File: src/hdl/r2e_pkg.sv
// Types, constants and helper functions for the rotation-to-Euler pipeline.
`default_nettype none

package r2e_pkg;

  localparam int IN_W         = 16;
  localparam int GUARD_BITS   = 14;
  localparam int ANGLE_FRAC   = 8;
  localparam int SUMSQ_W      = 2 * IN_W;
  localparam int ROOT_W       = (SUMSQ_W + 2 * GUARD_BITS) / 2;
  localparam int REM_W        = ROOT_W + 2;
  localparam int XY_W         = 32;
  localparam int Z_W          = 25;
  localparam int ANG_W        = Z_W - ANGLE_FRAC;
  localparam int TABLE_LEN    = 24;
  localparam int CORDIC_STEPS = 16;
  localparam int CORDIC_CELLS = (CORDIC_STEPS < TABLE_LEN) ? CORDIC_STEPS : TABLE_LEN;
  localparam int STEP_W       = $clog2(TABLE_LEN);
  localparam int HALF_TURN    = 23040;
  localparam int QUARTER_TURN = 11520;
  localparam int ROLL_W       = 16;
  localparam int PITCH_W      = 15;
  localparam int YAW_W        = 16;

  localparam int LANES      = 3;
  localparam int LANE_ROLL  = 0;
  localparam int LANE_PITCH = 1;
  localparam int LANE_YAW   = 2;

  localparam logic signed [Z_W-1:0] Z_HALF    = Z_W'(HALF_TURN * (1 << ANGLE_FRAC));
  localparam logic signed [Z_W-1:0] Z_QUARTER = Z_W'(QUARTER_TURN * (1 << ANGLE_FRAC));
  localparam logic signed [Z_W-1:0] Z_ROUND   = Z_W'(1 << (ANGLE_FRAC - 1));
  localparam logic signed [ANG_W-1:0] LIM_HALF    = ANG_W'(HALF_TURN);
  localparam logic signed [ANG_W-1:0] LIM_QUARTER = ANG_W'(QUARTER_TURN);

  // atan(2^-i) in 1/32768 degree
  localparam logic signed [Z_W-1:0] ATAN_TABLE [0:TABLE_LEN-1] = '{
    25'sd1474560, 25'sd870484, 25'sd459940, 25'sd233473,
    25'sd117189,  25'sd58652,  25'sd29333,  25'sd14667,
    25'sd7334,    25'sd3667,   25'sd1833,   25'sd917,
    25'sd458,     25'sd229,    25'sd115,    25'sd57,
    25'sd29,      25'sd14,     25'sd7,      25'sd4,
    25'sd2,       25'sd1,      25'sd0,      25'sd0
  };

  typedef struct packed {
    logic signed [IN_W-1:0] m00;
    logic signed [IN_W-1:0] m10;
    logic signed [IN_W-1:0] m20;
    logic signed [IN_W-1:0] m21;
    logic signed [IN_W-1:0] m22;
  } mat_t;

  typedef struct packed {
    mat_t                mat;
    logic [SUMSQ_W-1:0]  rad;
    logic [REM_W-1:0]    rem;
    logic [ROOT_W-1:0]   root;
  } sqrt_t;

  typedef struct packed {
    logic                   fixed;
    logic signed [XY_W-1:0] x;
    logic signed [XY_W-1:0] y;
    logic signed [Z_W-1:0]  z;
  } lane_t;

  typedef lane_t [LANES-1:0] lanes_t;

  function automatic logic signed [XY_W-1:0] scale(input logic signed [IN_W-1:0] m);
    scale = XY_W'(m) <<< GUARD_BITS;
  endfunction

  // settle the axis cases and fold the left half-plane into the right
  function automatic lane_t prerot(input logic signed [XY_W-1:0] y,
                                   input logic signed [XY_W-1:0] x);
    lane_t l;
    l.fixed = 1'b0;
    l.x     = x;
    l.y     = y;
    l.z     = '0;
    if (y == '0) begin
      l.fixed = 1'b1;
      l.z     = x[XY_W-1] ? Z_HALF : '0;
    end else if (x == '0) begin
      l.fixed = 1'b1;
      l.z     = y[XY_W-1] ? -Z_QUARTER : Z_QUARTER;
    end else if (x[XY_W-1]) begin
      l.z = y[XY_W-1] ? -Z_HALF : Z_HALF;
      l.x = -x;
      l.y = -y;
    end
    return l;
  endfunction

  function automatic logic signed [ANG_W-1:0] round_clamp(input logic signed [Z_W-1:0] z,
                                                          input logic signed [ANG_W-1:0] lim);
    logic signed [Z_W-1:0]   t;
    logic signed [ANG_W-1:0] r;
    t = z + Z_ROUND;
    r = t[Z_W-1:ANGLE_FRAC];
    if (r > lim) begin
      r = lim;
    end else if (r < -lim) begin
      r = -lim;
    end
    return r;
  endfunction

endpackage

`default_nettype wire

File: src/hdl/r2e_cordic_cell.sv
// One vectoring CORDIC step applied to the roll, pitch and yaw lanes.
`default_nettype none

module r2e_cordic_cell (
  input  logic                          clk,
  input  logic                          rst,
  input  logic                          en,
  input  logic [r2e_pkg::STEP_W-1:0]    step,
  input  logic                          in_v,
  input  r2e_pkg::lanes_t               in_l,
  output logic                          out_v,
  output r2e_pkg::lanes_t               out_l
);
  import r2e_pkg::*;

  lanes_t nxt;

  always_comb begin
    nxt = in_l;
    for (int k = 0; k < LANES; k++) begin
      if (!in_l[k].fixed) begin
        if (!in_l[k].y[XY_W-1]) begin
          nxt[k].x = $signed(in_l[k].x) + ($signed(in_l[k].y) >>> step);
          nxt[k].y = $signed(in_l[k].y) - ($signed(in_l[k].x) >>> step);
          nxt[k].z = $signed(in_l[k].z) + ATAN_TABLE[step];
        end else begin
          nxt[k].x = $signed(in_l[k].x) - ($signed(in_l[k].y) >>> step);
          nxt[k].y = $signed(in_l[k].y) + ($signed(in_l[k].x) >>> step);
          nxt[k].z = $signed(in_l[k].z) - ATAN_TABLE[step];
        end
      end
    end
  end

  always_ff @(posedge clk) begin
    if (rst) begin
      out_v <= 1'b0;
    end else if (en) begin
      out_v <= in_v;
    end
  end

  always_ff @(posedge clk) begin
    if (en) begin
      out_l <= nxt;
    end
  end

endmodule

`default_nettype wire

File: config.mk
export PLATFORM = sky130hd
export DESIGN_NAME = r2e_cordic_cell
export DESIGN_NICKNAME = d
export VERILOG_FILES = /design/src/hdl/r2e_pkg.sv /design/src/hdl/r2e_cordic_cell.sv
export SDC_FILE = /design/constraint.sdc
export NUM_CORES = 2
export LEC_CHECK = 0
export ABC_AREA = 1
export BUFFER_PORTS_ARGS = -buffer_cell sky130_fd_sc_hd__buf_2
export CAP_MARGIN = 20
export CORE_MARGIN = 4
export CORE_UTILIZATION = 40
export DETAILED_ROUTE_END_ITERATION = 8
export HOLD_SLACK_MARGIN = 0.1
export PLACE_DENSITY_LB_ADDON = 0.2
export REMOVE_ABC_BUFFERS = 1
export SYNTH_ARGS = -nofsm -noshare
export SYNTH_HDL_FRONTEND = slang
export SYNTH_SLANG_ARGS = --single-unit
File: constraint.sdc
create_clock -name clk -period 6.1 [get_ports clk]
set_input_delay 0.915 -clock clk [delete_from_list [all_inputs] [get_ports clk]]
set_output_delay 0.915 -clock clk [all_outputs]
set_load 0.005 [all_outputs]
## After elaboration in Yosys (flattened, before gate mapping)

Memories as Yosys holds them, arrays and structs flattened.
Cells that the tools add are included.

| operators by class | value |
|---|---|
| add/subtract/negate cells | 18 |
| magnitude comparators | 1 |
| shifts and indexed selects | 6 |
| mux-type cells | 8 |
| bitwise logic cells | 1 |

Operator list:

| kind | count |
|---|---|
| $mux 89 | 6 |
| $add 32x32->32 | 6 |
| $sshr 32x5->32 | 6 |
| $sub 32x32->32 | 6 |
| $add 25x25->25 | 3 |
| $sub 25x25->25 | 3 |
| $mux 25 | 2 |
| $ge 6x6->1 const B | 1 |
| $not 5->6 | 1 |

| word-level totals | value |
|---|---|
| register bits after elaboration | 271 |
| ROM bits | 800 |
| bits of input ports | 279 |
| output and inout port bits | 271 |
| word-level logic and storage cells | 48 |
| memories kept | 1 |

Memories:

| name | depth | bits a word | read ports | clocked after memory_dff | wr ports | line | RTL |
|---|---|---|---|---|---|---|---|
| (no name shown) | 32 | 25 | 1 | 0 | 0 | r2e_cordic_cell.sv:29 | `nxt[k].z = $signed(in_l[k].z) - ATAN_TABLE[step];` |

## Depth between registers and ports, before layout

| depth | value |
|---|---|
| word-level depth | 7 |
| gate-level depth with buffers | 37 |
| mapped depth without buffers | 36 |

## Worst setup path after synthesis

Ideal clock, no wire load.

| timing path | value |
|---|---|
| path kind | input to register |
| from | input port step[1] (netlist name) |
| to | register out_l[23] (netlist name) (data pin) |
| setup time | 152 ps |
| data arrival time | 4783 ps |
| required time | 5948 ps |
| path slack | 1166 ps |
| stages on the path | 27 |
| buffers on the path | 2 |
| cell sequence | inv_2 -> buf_2 -> buf_2 -> ha_1 -> inv_1 -> nor2_1 -> nand2_1 -> o21ai_0 -> nor3_2 -> ha_1 -> nor3b_2 -> nand2_1 -> nor2_2 -> nand2_2 -> xor2_1 -> nand2_1 -> o21ai_0 -> ha_1 -> nand2_1 -> nor2_1 -> nand4_1 -> o21ai_0 -> a21oi_1 -> o21ai_0 -> a21boi_0 -> or2_2 -> a31oi_1 |

RTL lines:

| element | line | RTL |
|---|---|---|
| start, declared | r2e_cordic_cell.sv:8 | `input logic [r2e_pkg::STEP_W-1:0] step,` |
| end signal, assigned | r2e_cordic_cell.sv:45 | `out_l <= nxt;` |
| end, declared | r2e_cordic_cell.sv:12 | `output r2e_pkg::lanes_t out_l` |

==> impl_metrics.env <==
export IMPL_pre_cts_ws_ns=0.1643
export IMPL_rrSetupSlack_ns=5.49
export IMPL_count_of_different_cell_masters_after_synthesis=55
export IMPL_ys_dominant_reg_cell="sky130_fd_sc_hd__edfxtp_1"
export IMPL_gr_usage_all_layers_pct=31.96
export IMPL_globalplace_congestion=0.9828
export IMPL_number_of_instances_in_the_synthesized_netlist=7271
export IMPL_finish_net_count=8261
export IMPL_maxCapViolCount=0
export IMPL_post_synth_top_area_share_pct=23.63
export IMPL_portBuffers=549
export IMPL_critical_path_slowest_cell="sky130_fd_sc_hd__o21ai_0"
export IMPL_async_flop_share_pct=0
export IMPL_vias=50390
export IMPL_synth_seq_area_share_pct=19.27
export IMPL_floorplan_initialDensity_pct=40.52
export IMPL_cp_common_cell="sky130_fd_sc_hd__nand2_1"
export IMPL_max_stage_delay_ns=0.52
export IMPL_vias_per_cell=5.536
export IMPL_finalHoldViolations=0
export IMPL_cts_repair_resized=0
export IMPL_final_instance_count_excl_fill=9102
export IMPL_final_period_utilization_pct=89.38
export IMPL_grt_overflow=0
export IMPL_timing_final_setup_violations=0
export IMPL_drive_above_1_share_pct=12.25
export IMPL_die_span_in_x_um=332.7
export IMPL_height_of_the_die_um=332.7
export IMPL_period_minus_slack_ns=5.452
export IMPL_core_um2=104100
export IMPL_clk_pin_slew_worst_paths_ns=0.07
export IMPL_floorplan_die_area_um2=110700
export IMPL_transition_time_of_the_tightest_slew_check_pin_ns=0.9408
export IMPL_post_synth_instance_area_um2=42170
export IMPL_routed_wl_um=186200
export IMPL_antenna_found_initial=15
export IMPL_most_frequent_cells_after_synthesis="sky130_fd_sc_hd__nand2_1, sky130_fd_sc_hd__nand3_1, sky130_fd_sc_hd__inv_1"
export IMPL_cts_repair_timing_setup_buffer_count=0
export IMPL_ys_warn_count=0
export IMPL_power_density_cell_area_nw_per_um2=219.9
export IMPL_worst_clock_skew_ns=0
export IMPL_drtAntennaViolNets=0
export IMPL_firstDrtPassIters=6
export IMPL_cts_sinks=271
export IMPL_maxSlewViolCount=0
export IMPL_first_global_vias=46410
export IMPL_fmax_mhz=183.4
export IMPL_route_detailed_wl_per_inst_um=20.46
export IMPL_postSynthRegisterBits=271
export IMPL_worst_slack_ns=0.6478
export IMPL_worst_setup_path_type="input pin to register"
export IMPL_row_count=118
export IMPL_critPathMaxFanout=53
export IMPL_synth_avg_cell_area_um2=5.800
export IMPL_final_setup_tns_ns=0
export IMPL_clock_tree_buffer_depth=3
export IMPL_post_dp_hpwl_um=151300
export IMPL_p_leak_nw=24.44
export IMPL_area_growth_synth_to_final_pct=13.33
export IMPL_setup_repair_after_global_routing_missed_its_margin="false"
export IMPL_synth_enable_flop_cells=270
export IMPL_worst_endpoint_arrival_ns=5.84
export IMPL_synth_most_common_cell="sky130_fd_sc_hd__nand2_1"
export IMPL_maxSlewHeadroom_pct=37.28
export IMPL_cts_max_level=2
export IMPL_yosys_area_top_type="sky130_fd_sc_hd__nand2_1"
export IMPL_cts_hold_buf=0
export IMPL_crit_path_end_kind="register"
export IMPL_maximum_number_of_pins_on_one_net_before_global_route_repair=107
export IMPL_worst_skew_pair_late_latency_ns=0.62
export IMPL_placed_cells=9018
export IMPL_cts_root_buffer_cell="sky130_fd_sc_hd__clkbuf_16"
export IMPL_cp_data_required_time_ns=6.49
export IMPL_cts_bufs_inserted=38
export IMPL_top_post_synthesis_cells_by_area="sky130_fd_sc_hd__nand2_1, sky130_fd_sc_hd__edfxtp_1, sky130_fd_sc_hd__nand3_1"
export IMPL_route_detailed_drc=0
export IMPL_whs_ns=0.4418
export IMPL_worst_setup_path_start_kind="input pin"
export IMPL_grt_pass1_wl_um=278600
export IMPL_ir_drop_mv=0.2068
export IMPL_io_pins=550
export IMPL_detail_route_iter0_violations=4903
export IMPL_cts_tree="done"
export IMPL_run_status="finished clean"
export IMPL_worstHoldPathType="input pin to register"
-- cells by family after synthesis --
family                     share of synthesized area, %
buffers and inverters                             8.473
adders and majority gates                         9.149
AOI/OAI and AO/OA                                 14.12
muxes                                            0.1009
xor gates and xnor gates                          3.177
and+or+nand+nor                                   45.70
DFF                                               19.27
-- worst max-delay path: cells and delay by family --
kind	cells	cell delay, ns
adders and majority gates	1	0.37
buffers and inverters	8	1.21
and+or+nand+nor	14	1.51
AOI/OAI and AO/OA	7	1.80
-- cells in the final DEF (no fill, tap or decap), types with 22 or more instances in the layout --
cell / netlist / layout
sky130_fd_sc_hd__ha_1: 294 / 294
sky130_fd_sc_hd__a31oi_1: 32 / 32
sky130_fd_sc_hd__or2_2: 158 / 158
sky130_fd_sc_hd__inv_1: 594 / 591
sky130_fd_sc_hd__o21a_1: 22 / 22
sky130_fd_sc_hd__buf_4: 11 / 93
sky130_fd_sc_hd__a21oi_1: 380 / 380
sky130_fd_sc_hd__xor2_1: 115 / 115
sky130_fd_sc_hd__nor2_1: 528 / 524
sky130_fd_sc_hd__o21ai_1: 53 / 53
sky130_fd_sc_hd__edfxtp_1: 270 / 270
sky130_fd_sc_hd__a21o_1: 22 / 22
sky130_fd_sc_hd__nand3_1: 1052 / 1052
sky130_fd_sc_hd__nand2_1: 2655 / 2655
sky130_fd_sc_hd__buf_2: 90 / 540
sky130_fd_sc_hd__o21ai_0: 412 / 412
sky130_fd_sc_hd__o21bai_1: 28 / 28
sky130_fd_sc_hd__nand4_1: 64 / 64
sky130_fd_sc_hd__xnor2_1: 38 / 38
sky130_fd_sc_hd__nor3_1: 45 / 45
sky130_fd_sc_hd__o211ai_1: 59 / 59
sky130_fd_sc_hd__clkbuf_16: 0 / 39
-- through the flow --
| step | total power (W) | instance area [um2] | util, % |
|---|---|---|---|
| 2_1_floorplan | 0.006131 | 40900 | - |
| 3_3_place_gp | 0.008194 | 46540 | 44.71 |
| 3_5_place_dp | 0.008203 | 46540 | 44.71 |
| 4_1_cts | 0.01049 | 47730 | 45.86 |
| 5_1_grt | 0.01132 | 47770 | 45.90 |
| 6_report | 0.01051 | 47790 | 45.92 |
-- layout make-up --
type,count,area (um2)
fill,11420,56290
sequential,271,8128
inverter,613,2320
antenna,15,37.54
clock inverter,22,177.7
multi-input combinational,6097,30510
timing repair buffer,658,3880
clock buffer,46,1012
tap,1380,1727
-- path summary, 6_finish.rpt --
kind / startpoint / to / depth (start not counted)
worst min-delay path: rst / out_v / 2
worst max-delay path: step[0] / out_l[178] / 30
worst max register to register: out_v / out_v / 2
worst min register to register: out_v / out_v / 2
-- state kept, by name (all words and copies together) (netlist names) --
signal / count
out_v: 1
out_l: 270
-- power by group --
| part | switching (W) | internal (W) |
|---|---|---|
| registers | 0.0000991 | 0.00242 |
| clock network | 0.000995 | 0.00123 |
| logic | 0.00378 | 0.00199 |
| total | 0.00487 | 0.00564 |
-- per-layer routing --
layer / GRT usage (%) / routed length [um] / up-vias
met5: 0 / 28 / -
met4: 9.025 / 5511 / 4
met3: 5.008 / 14950 / 253
met2: 51.76 / 83530 / 2053
met1: 44.11 / 82200 / 23070
li1: - / - / 25020
Power figures use the tool's default switching activity.
