--- src/hdl/r2e_pkg.sv ---
// Types, constants and helper functions for the rotation-to-Euler pipeline.
`default_nettype none

package r2e_pkg;

  localparam int IN_W         = 16;
  localparam int GUARD_BITS   = 14;
  localparam int ANGLE_FRAC   = 8;
  localparam int SUMSQ_W      = 2 * IN_W;
  localparam int ROOT_W       = (SUMSQ_W + 2 * GUARD_BITS) / 2;
  localparam int REM_W        = ROOT_W + 2;
  localparam int XY_W         = 32;
  localparam int Z_W          = 25;
  localparam int ANG_W        = Z_W - ANGLE_FRAC;
  localparam int TABLE_LEN    = 24;
  localparam int CORDIC_STEPS = 16;
  localparam int CORDIC_CELLS = (CORDIC_STEPS < TABLE_LEN) ? CORDIC_STEPS : TABLE_LEN;
  localparam int STEP_W       = $clog2(TABLE_LEN);
  localparam int HALF_TURN    = 23040;
  localparam int QUARTER_TURN = 11520;
  localparam int ROLL_W       = 16;
  localparam int PITCH_W      = 15;
  localparam int YAW_W        = 16;

  localparam int LANES      = 3;
  localparam int LANE_ROLL  = 0;
  localparam int LANE_PITCH = 1;
  localparam int LANE_YAW   = 2;

  localparam logic signed [Z_W-1:0] Z_HALF    = Z_W'(HALF_TURN * (1 << ANGLE_FRAC));
  localparam logic signed [Z_W-1:0] Z_QUARTER = Z_W'(QUARTER_TURN * (1 << ANGLE_FRAC));
  localparam logic signed [Z_W-1:0] Z_ROUND   = Z_W'(1 << (ANGLE_FRAC - 1));
  localparam logic signed [ANG_W-1:0] LIM_HALF    = ANG_W'(HALF_TURN);
  localparam logic signed [ANG_W-1:0] LIM_QUARTER = ANG_W'(QUARTER_TURN);

  // atan(2^-i) in 1/32768 degree
  localparam logic signed [Z_W-1:0] ATAN_TABLE [0:TABLE_LEN-1] = '{
    25'sd1474560, 25'sd870484, 25'sd459940, 25'sd233473,
    25'sd117189,  25'sd58652,  25'sd29333,  25'sd14667,
    25'sd7334,    25'sd3667,   25'sd1833,   25'sd917,
    25'sd458,     25'sd229,    25'sd115,    25'sd57,
    25'sd29,      25'sd14,     25'sd7,      25'sd4,
    25'sd2,       25'sd1,      25'sd0,      25'sd0
  };

  typedef struct packed {
    logic signed [IN_W-1:0] m00;
    logic signed [IN_W-1:0] m10;
    logic signed [IN_W-1:0] m20;
    logic signed [IN_W-1:0] m21;
    logic signed [IN_W-1:0] m22;
  } mat_t;

  typedef struct packed {
    mat_t                mat;
    logic [SUMSQ_W-1:0]  rad;
    logic [REM_W-1:0]    rem;
    logic [ROOT_W-1:0]   root;
  } sqrt_t;

  typedef struct packed {
    logic                   fixed;
    logic signed [XY_W-1:0] x;
    logic signed [XY_W-1:0] y;
    logic signed [Z_W-1:0]  z;
  } lane_t;

  typedef lane_t [LANES-1:0] lanes_t;

  function automatic logic signed [XY_W-1:0] scale(input logic signed [IN_W-1:0] m);
    scale = XY_W'(m) <<< GUARD_BITS;
  endfunction

  // settle the axis cases and fold the left half-plane into the right
  function automatic lane_t prerot(input logic signed [XY_W-1:0] y,
                                   input logic signed [XY_W-1:0] x);
    lane_t l;
    l.fixed = 1'b0;
    l.x     = x;
    l.y     = y;
    l.z     = '0;
    if (y == '0) begin
      l.fixed = 1'b1;
      l.z     = x[XY_W-1] ? Z_HALF : '0;
    end else if (x == '0) begin
      l.fixed = 1'b1;
      l.z     = y[XY_W-1] ? -Z_QUARTER : Z_QUARTER;
    end else if (x[XY_W-1]) begin
      l.z = y[XY_W-1] ? -Z_HALF : Z_HALF;
      l.x = -x;
      l.y = -y;
    end
    return l;
  endfunction

  function automatic logic signed [ANG_W-1:0] round_clamp(input logic signed [Z_W-1:0] z,
                                                          input logic signed [ANG_W-1:0] lim);
    logic signed [Z_W-1:0]   t;
    logic signed [ANG_W-1:0] r;
    t = z + Z_ROUND;
    r = t[Z_W-1:ANGLE_FRAC];
    if (r > lim) begin
      r = lim;
    end else if (r < -lim) begin
      r = -lim;
    end
    return r;
  endfunction

endpackage

`default_nettype wire

--- src/hdl/r2e_sqrt_cell.sv ---
// One restoring square-root step: takes two radicand bits, yields one root bit.
`default_nettype none

module r2e_sqrt_cell (
  input  logic            clk,
  input  logic            rst,
  input  logic            en,
  input  logic            in_v,
  input  r2e_pkg::sqrt_t  in_s,
  output logic            out_v,
  output r2e_pkg::sqrt_t  out_s
);
  import r2e_pkg::*;

  logic [REM_W+1:0] cur;
  logic [REM_W+1:0] trial;
  logic             take;
  sqrt_t            nxt;

  always_comb begin
    cur      = {in_s.rem, in_s.rad[SUMSQ_W-1 -: 2]};
    trial    = (REM_W + 2)'({in_s.root, 2'b01});
    take     = (cur >= trial);
    nxt.mat  = in_s.mat;
    nxt.rad  = in_s.rad << 2;
    nxt.rem  = take ? REM_W'(cur - trial) : REM_W'(cur);
    nxt.root = {in_s.root[ROOT_W-2:0], take};
  end

  always_ff @(posedge clk) begin
    if (rst) begin
      out_v <= 1'b0;
    end else if (en) begin
      out_v <= in_v;
    end
  end

  always_ff @(posedge clk) begin
    if (en) begin
      out_s <= nxt;
    end
  end

endmodule

`default_nettype wire

--- config.mk ---
export PLATFORM = sky130hd
export DESIGN_NAME = r2e_sqrt_cell
export DESIGN_NICKNAME = d
export VERILOG_FILES = /design/src/hdl/r2e_pkg.sv /design/src/hdl/r2e_sqrt_cell.sv
export SDC_FILE = /design/constraint.sdc
export NUM_CORES = 1
export LEC_CHECK = 0
export BUFFER_PORTS_ARGS = -buffer_cell sky130_fd_sc_hd__buf_2
export CELL_PAD_IN_SITES_DETAIL_PLACEMENT = 0
export CELL_PAD_IN_SITES_GLOBAL_PLACEMENT = 1
export CORE_MARGIN = 2
export CORE_UTILIZATION = 36
export DETAILED_ROUTE_END_ITERATION = 10
export PLACE_DENSITY_LB_ADDON = 0.1
export SLEW_MARGIN = 20
export SYNTH_ARGS = -nofsm -noshare
export SYNTH_HDL_FRONTEND = slang
export SYNTH_SLANG_ARGS = --single-unit
--- constraint.sdc ---
create_clock -name clk -period 3.2 [get_ports clk]
set_input_delay 0.16 -clock clk [delete_from_list [all_inputs] [get_ports clk]]
set_output_delay 0.16 -clock clk [all_outputs]
set_load 0.03 [all_outputs]
### Yosys cells after proc, flatten, opt, wreduce, memory -nomap -nowiden

Cells that the tools add are included.

| word-level totals | value |
|---|---|
| register bits after elaboration | 173 |
| bits of input ports | 178 |
| output and inout port bits | 175 |
| word-level logic and storage cells | 12 |

| operators by class | value |
|---|---|
| $add $sub $neg | 1 |
| order comparisons | 1 |
| multiplexer cells | 1 |

Operators with widths:

| cell | count |
|---|---|
| greater-or-equal comparator 34 x 32 -> 1 bit | 1 |
| two-way mux 32 bit | 1 |
| subtractor 32 bit | 1 |

### Longest topological paths before layout

Gate-level depths: netlist of the first run.

| logic depth | value |
|---|---|
| depth in word-level cells | 2 |
| mapped depth | 12 |
| gate-level depth less buffers | 10 |

### Least setup slack after synthesis of the first run

OpenSTA, ideal clock, no wires.

| path | value |
|---|---|
| path type | input to register |
| start point | input in_s[11] (netlist name) |
| end point | register out_s[53] (netlist name) (data pin) |
| library setup time | 0.260 ns |
| data arrival time | 2.415 ns |
| required time | 2.940 ns |
| slack | 0.525 ns |
| stages | 12 |
| path buffers | 2 |
| cell sequence | inv_1 ha_1 clkbuf_1 a211o_1 a211oi_1 nor3b_1 o21ai_1 o211ai_1 a21o_1 a21oi_2 buf_4 mux2_2 |

RTL lines:

| item | line | RTL |
|---|---|---|
| from (decl) | r2e_sqrt_cell.sv:9 | `input r2e_pkg::sqrt_t in_s,` |
| to (signal assigned) | r2e_sqrt_cell.sv:40 | `out_s <= nxt;` |
| to (decl) | r2e_sqrt_cell.sv:11 | `output r2e_pkg::sqrt_t out_s` |

==> results.tsv, run 1 <==
stage	metric	value	unit
status	status	completed	
setup_path	timing.reg2reg.setup_slack	2.04	ns
logic_synthesis	synth.largest_area_cell	sky130_fd_sc_hd__edfxtp_1	
logic_synthesis	synth_compound_area_share	8.626	%
cells_and_area	post-route-util	57.23	%
routing	post_drt_via_cell_ratio	4.669	
timing	rsz0062_at_grt	no	
power_and_ir_drop	power.density_cell_area	545.6	mW/mm²
routing	drt-initial-drc-count	218	
routing	wl_per_cell	17.47	µm
routing	route.detailed.drc	0	
clock_tree	root_buffer	sky130_fd_sc_hd__clkbuf_16	
setup_path	critPathLaunch	in_s[4]	
global_route	grtUsageTotal	20.05	%
die	dieWidth	148.5	µm
power_and_ir_drop	total_leakage_power	5.075	nW
global_route	grt_start_max_net_pins	83	
logic_synthesis	yosys.cell_count.top_type	sky130_fd_sc_hd__edfxtp_1	
cells_and_area	layout.nets	1222	
timing	finalCriticalPeriod	3.085	ns
clock_tree	clock_path_buffers	2	
global_route	grt_first_pass_wirelength	33770	µm
cells_and_area	syn2layout_area_growth	55.12	%
timing	timing.final.hold_violations	0	
die	chipHeight	148.5	µm
die	std_cell_rows	52	
routing	antenna_nets_post_route	0	
logic_synthesis	synth_fa_ha_area_share	5.329	%
clock_tree	cts.reportedPaths.clkPinSlew	0.08	ns
logic_synthesis	async_s_r_ff_share_synth	0	%
timing	maxSlewHeadroom	62.11	%
logic_synthesis	yosys_register_bits	173	
die	initial_utilization	36.89	%
routing	first_pass_iters	5	
timing	fmaxAchievable	0.3241	GHz
cells_and_area	post_route_cells_drive_above_1_share	41.56	%
die	core	0.02036	mm²
setup_path	timing.critical_path.arrival	3.26	ns
setup_path	critical_path_required	3.38	ns
logic_synthesis	synth_area_leaders	sky130_fd_sc_hd__edfxtp_1, sky130_fd_sc_hd__ha_1, sky130_fd_sc_hd__mux2_2	
die	design.portCount	353	
logic_synthesis	synth_enable_flop_cells	172	
clock_tree	clkSinkCount	173	
power_and_ir_drop	maximum_vdd_drop	0.0003753	V
global_route	grt_pass1_vias	6209	
setup_path	worst_r2r_endpoint	out_v	
logic_synthesis	synth_simple_gate_area_share	6.211	%
setup_path	timing.setup.critical_path_class	primary input to register	
logic_synthesis	synth_commonest_cells	sky130_fd_sc_hd__edfxtp_1, sky130_fd_sc_hd__inv_1, sky130_fd_sc_hd__ha_1	
clock_tree	clock_latency	0.43	ns
logic_synthesis	postSynthCellCount	508	
timing	clock_skew	0	ns
logic_synthesis	synth_sequential_area_ratio	69.01	%
clock_tree	htreeDepth	4	
clock_tree	cts_tree	done	
global_route	overflow	0	
logic_synthesis	synthXorXnorAreaFrac	3.031	%
logic_synthesis	synth.cell_area	0.007513	mm²
logic_synthesis	synth.top_cell.area_share	68.74	%
timing	fin_hold_ws	0.04668	ns
place	finalWeightedCongestion	0.8469	
routing	num_vias	6051	
logic_synthesis	muxShareOfSynthArea	4.596	%
flow_run	max-cap-violations	0	
timing	final_min_period_over_clock_period	96.42	%
hold_path	timing.hold.worst.class	primary input to register	
setup_path	crit-reg2reg-launch	out_v	
clock_tree	tritoncts_buffer_count	17	
setup_path	endpoint_kind	register	
timing	worst_pin_slew	0.5632	ns
place	dpl.hpwl	16650	µm
global_route	grt_antenna_before_repair	1	
place	placed_cells_incl_taps	1122	
timing	setup-violations-final	0	
cells_and_area	final-instance-count-excl-fill	1296	
routing	wirelength_routed	22640	µm
logic_synthesis	synth_top_family_by_area	compound AO/OA/AOI/OAI gates	
setup_path	worst-path-max-fanout	8	
logic_synthesis	synthFlopType	sky130_fd_sc_hd__edfxtp_1	
setup_path	ff2ff_path_depth	3	
timing	total_negative_slack_for_setup_checks	0	ns
setup_path	timing.critical_path.from_type	primary input	
clock_tree	cts_setup_buffers	0	
timing	final_max_slew_viol_count	0	
logic_synthesis	synth.lib_cells_used.distinct	52	
die	dieArea	0.02204	mm²
place	port-buffer-count	350	
logic_synthesis	ys.warnings.count	0	
logic_synthesis	avgSynthCellArea	14.79	µm²
setup_path	critical_path.endpoint	out_s[61]	
-- metrics by stage --
stage	setup WS [ns]	cell area (µm²)	power, mW
global placement	0.2673	9624	4.179
CTS	0.1047	11630	6.426
detailed placement	0.1960	9624	4.191
finish	0.1147	11650	6.359
floorplan	0.5249	7517	3.706
global route	0.003833	11650	6.623
-- worst min path at each step --
stage	startpoint	endpoint	slack [ns]	depth (start not counted)
6_report	in_s[58]	out_s[60]	0.05	2
5_1_grt	in_s[35]	out_s[37]	0.03	2
4_1_cts	in_s[34]	out_s[36]	0.03	2
3_5_place_dp	rst	out_v	0.33	2
3_3_place_gp	rst	out_v	0.33	2
2_1_floorplan	rst	out_v	0.23	1
-- report_power, final --
group	internal (mW)	leakage [nW]	switching, mW
clock	1.06	0.290	1.02
sequential	2.74	1.69	0.0535
combinational	0.570	3.09	0.914
total	4.38	5.08	1.98
-- sequential cells by signal, indices dropped and copies added, names as in the netlist --
register,count
out_s,172
out_v,1
-- critical path: stages --
cell and delay (ns):
sky130_fd_sc_hd__dlygate4sd3_1 0.52, sky130_fd_sc_hd__buf_2 0.11, sky130_fd_sc_hd__inv_1 0.04, sky130_fd_sc_hd__ha_1 0.39, sky130_fd_sc_hd__a2111oi_0 0.46, sky130_fd_sc_hd__nor3_1 0.14, sky130_fd_sc_hd__nand2_1 0.19, sky130_fd_sc_hd__o32ai_1 0.15
sky130_fd_sc_hd__a221o_1 0.44, sky130_fd_sc_hd__o221a_2 0.27, sky130_fd_sc_hd__xor2_1 0.14, sky130_fd_sc_hd__mux2_2 0.26
-- per-layer routing --
metal | track usage, % | wire length (µm) | part of all wire, %
met5 | 0 | 16 | 0.071
met1 | 23.75 | 9055 | 40
met2 | 34.98 | 11530 | 51
met4 | 6.905 | 543 | 2.4
met3 | 5.798 | 1498 | 6.6
-- logic make-up after synthesis --
kind of cell,after synthesis
flops,173
compound gates,97
simple gates,94
buf+inv,54
fa+ha+maj,32
mux,31
xor+xnor,26
other cells,1
-- cells in the final DEF, fill, tap and decap left out, types with 5 or more instances in the layout --
cell,instances
sky130_fd_sc_hd__a21o_1,11
sky130_fd_sc_hd__a21oi_1,26
sky130_fd_sc_hd__and3_1,5
sky130_fd_sc_hd__buf_2,349
sky130_fd_sc_hd__clkbuf_16,17
sky130_fd_sc_hd__dlygate4sd3_1,141
sky130_fd_sc_hd__edfxtp_1,172
sky130_fd_sc_hd__ha_1,32
sky130_fd_sc_hd__inv_1,40
sky130_fd_sc_hd__inv_8,5
sky130_fd_sc_hd__mux2_2,28
sky130_fd_sc_hd__nand2_1,18
sky130_fd_sc_hd__nand3_1,8
sky130_fd_sc_hd__nand4_1,7
sky130_fd_sc_hd__nor2_1,25
sky130_fd_sc_hd__nor3_1,8
sky130_fd_sc_hd__o21ai_0,17
sky130_fd_sc_hd__xnor2_1,18
sky130_fd_sc_hd__xor2_1,8
-- cell type report --
class                           instances  area, µm²
Multi-Input combinational cell        282       2126
Clock buffer                           17      425.4
Fill cell                            1696       8710
Tap cell                              270      337.8
Sequential cell                       173       5185
Antenna cell                            1      2.502
Timing Repair Buffer                  498       3259
Inverter                               40      150.1
Clock inverter                         15      168.9
-- what timing repair did --
item | CTS | global route
resized for setup | 0 | 5
hold endpoints to repair | 140 | 0
hold buffers | 141 | 0
setup endpoints to repair | 0 | 28
Power figures use the tool's default switching activity.
==> run 2: changes to the inputs <==
==> constraint.sdc (replaced) <==
create_clock -name clk -period 3.2 [get_ports clk]
set_input_delay 0.96 -clock clk [delete_from_list [all_inputs] [get_ports clk]]
set_output_delay 0.96 -clock clk [all_outputs]
set_load 0.03 [all_outputs]
==> run 2 against run 1 <==
Clock-buffer cell count unchanged. Power is 1.6% higher. Largest power group unchanged. Die area is the same.
==> results.tsv, run 2 (synthesis gave the netlist of run 1 again) <==
stage	metric	value	unit	change
power_and_ir_drop	switching_share_of_power	31.14	%	was 31.18%
global_route	overflow	0		unchanged
place	port-buffer-count	350		unchanged
cells_and_area	layout.cells.most_common	sky130_fd_sc_hd__buf_2		unchanged
power_and_ir_drop	maximum_vdd_drop	0.0003262	V	was 0.0003753 V
setup_path	timing.critical_path.arrival	3.35	ns	was 3.26 ns
clock_tree	cts-hold-fix-buffers	0		was 141
setup_path	critPathLaunch	in_s[11]		was in_s[4]
die	dieArea	0.02204	mm²	unchanged
timing	finalCriticalPeriod	3.174	ns	was 3.085 ns
global_route	grtUsageTotal	19.73	%	was 20.05%
setup_path	ff2ff_path_depth	2		was 3
cells_and_area	final-instance-count-excl-fill	1270		was 1296
global_route	global_route.usage.met2	35.56	%	was 34.98%
cells_and_area	mostFrequentLayoutCells	sky130_fd_sc_hd__buf_2, sky130_fd_sc_hd__edfxtp_1, sky130_fd_sc_hd__buf_4, sky130_fd_sc_hd__inv_1, sky130_fd_sc_hd__a21oi_1		was sky130_fd_sc_hd__buf_2, sky130_fd_sc_hd__edfxtp_1, sky130_fd_sc_hd__dlygate4sd3_1, sky130_fd_sc_hd__inv_1, sky130_fd_sc_hd__ha_1
clock_tree	tritoncts_buffer_count	17		unchanged
power_and_ir_drop	seq_power_share	43.3	%	was 44.0%
cells_and_area	final.fill_count	1754		was 1696
place	finalWeightedCongestion	0.8596		was 0.8469
setup_path	critical_path_required	3.38	ns	about the same
routing	wl_per_cell	17.77	µm	was 17.47 µm
timing	timing.final.hold_violations	0		unchanged
routing	antenna_nets_post_route	0		unchanged
clock_tree	cts.reportedPaths.clkPinSlew	0.08	ns	about the same
hold_path	timing.hold.worst_path_depth	2		unchanged
routing	wirelength_routed	22570	µm	was 22640 µm
place	post-place-ws	-0.3776	ns	was 0.1960 ns
setup_path	worst_r2r_endpoint	out_v		unchanged
global_route	grt_first_pass_wirelength	33240	µm	was 33770 µm
power_and_ir_drop	share_comb_of_total_power	24.7	%	was 23.3%
timing	setup-violations-final	0		unchanged
global_route	grt_start_max_net_pins	62		was 83
clock_tree	htreeDepth	4		unchanged
cells_and_area	layout.nets	1194		was 1222
power_and_ir_drop	intPower	4.448	mW	was 4.376 mW
clock_tree	root_buffer	sky130_fd_sc_hd__clkbuf_16		unchanged
routing	route.detailed.drc	0		unchanged
die	std_cell_rows	52		unchanged
routing	num_vias	5985		was 6051
power_and_ir_drop	total_leakage_power	5.133	nW	was 5.075 nW
place	dpl.hpwl	17630	µm	was 16650 µm
timing	final_min_period_over_clock_period	99.18	%	was 96.42%
timing	final_max_slew_viol_count	0		unchanged
setup_path	timing.reg2reg.setup_slack	2.56	ns	was 2.04 ns
die	initial_utilization	36.89	%	unchanged
die	design.portCount	353		unchanged
global_route	grtUsageMet3	4.448	%	was 5.798%
cells_and_area	sequential_cell_area	0.005185	mm²	unchanged
global_route	grt_pass1_vias	6020		was 6209
routing	first_pass_iters	4		was 5
timing	setup_slack	0.02630	ns	was 0.1147 ns
global_route	grt_antenna_before_repair	6		was 1
clock_tree	clock_latency	0.42	ns	was 0.43 ns
setup_path	timing.setup.critical_path_class	primary input to register		unchanged
global_route	layer_carrying_the_most_global_route_usage	met2		unchanged
timing	rsz0062_at_grt	yes		was no
hold_path	timing.hold.worst.class	register to register		was primary input to register
setup_path	critical_path.endpoint	out_s[39]		was out_s[61]
routing	drt-initial-drc-count	226		was 218
die	core	0.02036	mm²	unchanged
cells_and_area	largest_reg_flops	172		unchanged
die	dieWidth	148.5	µm	unchanged
setup_path	endpoint_kind	register		unchanged
cells_and_area	post_route_cells_drive_above_1_share	56.27	%	was 41.56%
routing	post_drt_via_cell_ratio	4.713		was 4.669
setup_path	timing.critical_path.from_type	primary input		unchanged
die	chipHeight	148.5	µm	unchanged
cells_and_area	syn2layout_area_growth	51.76	%	was 55.12%
power_and_ir_drop	power_switching	2.012	mW	was 1.983 mW
timing	clock_skew	0	ns	unchanged
timing	fmaxAchievable	0.3151	GHz	was 0.3241 GHz
power_and_ir_drop	power.density_cell_area	566.6	mW/mm²	was 545.6 mW/mm²
clock_tree	clkSinkCount	173		unchanged
cells_and_area	biggestRegsByFlops	out_s (172), out_v (1)		unchanged
setup_path	worst-path-max-fanout	5		was 8
power_and_ir_drop	power.share.clock	32.0	%	was 32.7%
global_route	met1_usage	23.37	%	was 23.75%
cells_and_area	multi_input_comb_area	0.002349	mm²	was 0.002126 mm²
clock_tree	clock_path_buffers	2		unchanged
flow_run	max-cap-violations	0		unchanged
place	placed_cells_incl_taps	1220		was 1122
clock_tree	cts_tree	done		unchanged
cells_and_area	max_flop_register	out_s		unchanged
status	status	completed		unchanged
setup_path	crit-reg2reg-launch	out_v		unchanged
## run 2: changes by cell type in the layout (fill, tap and decap cells not counted), sizes merged
cell | before | now
clkinv | 4 | 8
inv | 50 | 47
diode | 1 | 3
clkinvlp | 1 | 0
buf | 357 | 469
clkbuf | 17 | 18
dlygate4sd3 | 141 | 0
## run 2: worst min-delay path by stage
stage	from	to	slack (ns)
after detailed placement	out_v	out_v	0.54
final	out_v	out_v	0.55
after global routing	out_v	out_v	0.57
after floorplan	out_v	out_v	0.63
after global placement	out_v	out_v	0.47
after CTS	out_v	out_v	0.56
## run 2: through the flow
| stage | area (µm²) | util [%] | power, mW | hold slack, ns | TNS (ns) |
|---|---|---|---|---|---|
| 2_1_floorplan | 7746 | - | 3.770 | 0.6299 | -1.492 |
| 4_1_cts | 11160 | 54.79 | 6.488 | 0.5578 | 0 |
| 3_3_place_gp | 10560 | 51.86 | 4.389 | 0.4750 | -8.941 |
| 5_1_grt | 11400 | 55.98 | 6.729 | 0.5742 | -1.754 |
| 6_report | 11400 | 55.99 | 6.460 | 0.5516 | 0 |
| 3_5_place_dp | 10560 | 51.86 | 4.408 | 0.5400 | -9.809 |
## run 2: worst max-delay path, stage by stage
cell and delay [ns]:
sky130_fd_sc_hd__buf_8 0.10, sky130_fd_sc_hd__inv_6 0.04, sky130_fd_sc_hd__ha_4 0.19, sky130_fd_sc_hd__a211o_1 0.33, sky130_fd_sc_hd__a211oi_2 0.25, sky130_fd_sc_hd__nor3b_2 0.08, sky130_fd_sc_hd__o21ai_1 0.16, sky130_fd_sc_hd__o211ai_1 0.14
sky130_fd_sc_hd__a21o_1 0.25, sky130_fd_sc_hd__a21oi_4 0.19, sky130_fd_sc_hd__buf_6 0.12, sky130_fd_sc_hd__buf_12 0.11, sky130_fd_sc_hd__buf_8 0.12, sky130_fd_sc_hd__mux2_4 0.30
## run 2: layout make-up
cell class	instances	share of cell area [%]
tap	270	2.963
multi-input combinational	282	20.60
clock inverter	15	1.503
inverter	40	1.405
sequential	173	45.47
timing repair buffer	470	24.26
antenna	3	0.06584
clock buffer	17	3.731
## run 2: power by group through the flow
stage	registers, mW	logic [mW]	clock network, mW
4_1_cts	2.80	1.57	2.12
5_1_grt	2.82	1.71	2.21
6_report	2.80	1.60	2.07
3_5_place_dp	2.85	1.56	0
3_3_place_gp	2.84	1.55	0
2_1_floorplan	3.29	0.476	0
## run 2: routing by layer
layer  wire [µm]  vias up
met5          40        -
met4         499        6
met3        1263       30
met2       11790      215
met1        8976     2856
li1            -     2878
## run 2: what timing repair did
item                                   4_1_cts  5_1_grt
endpoints found under the hold margin        0        0
gates resized for setup                      0       22
buffers inserted                             0       14
setup endpoints to repair                    0       20
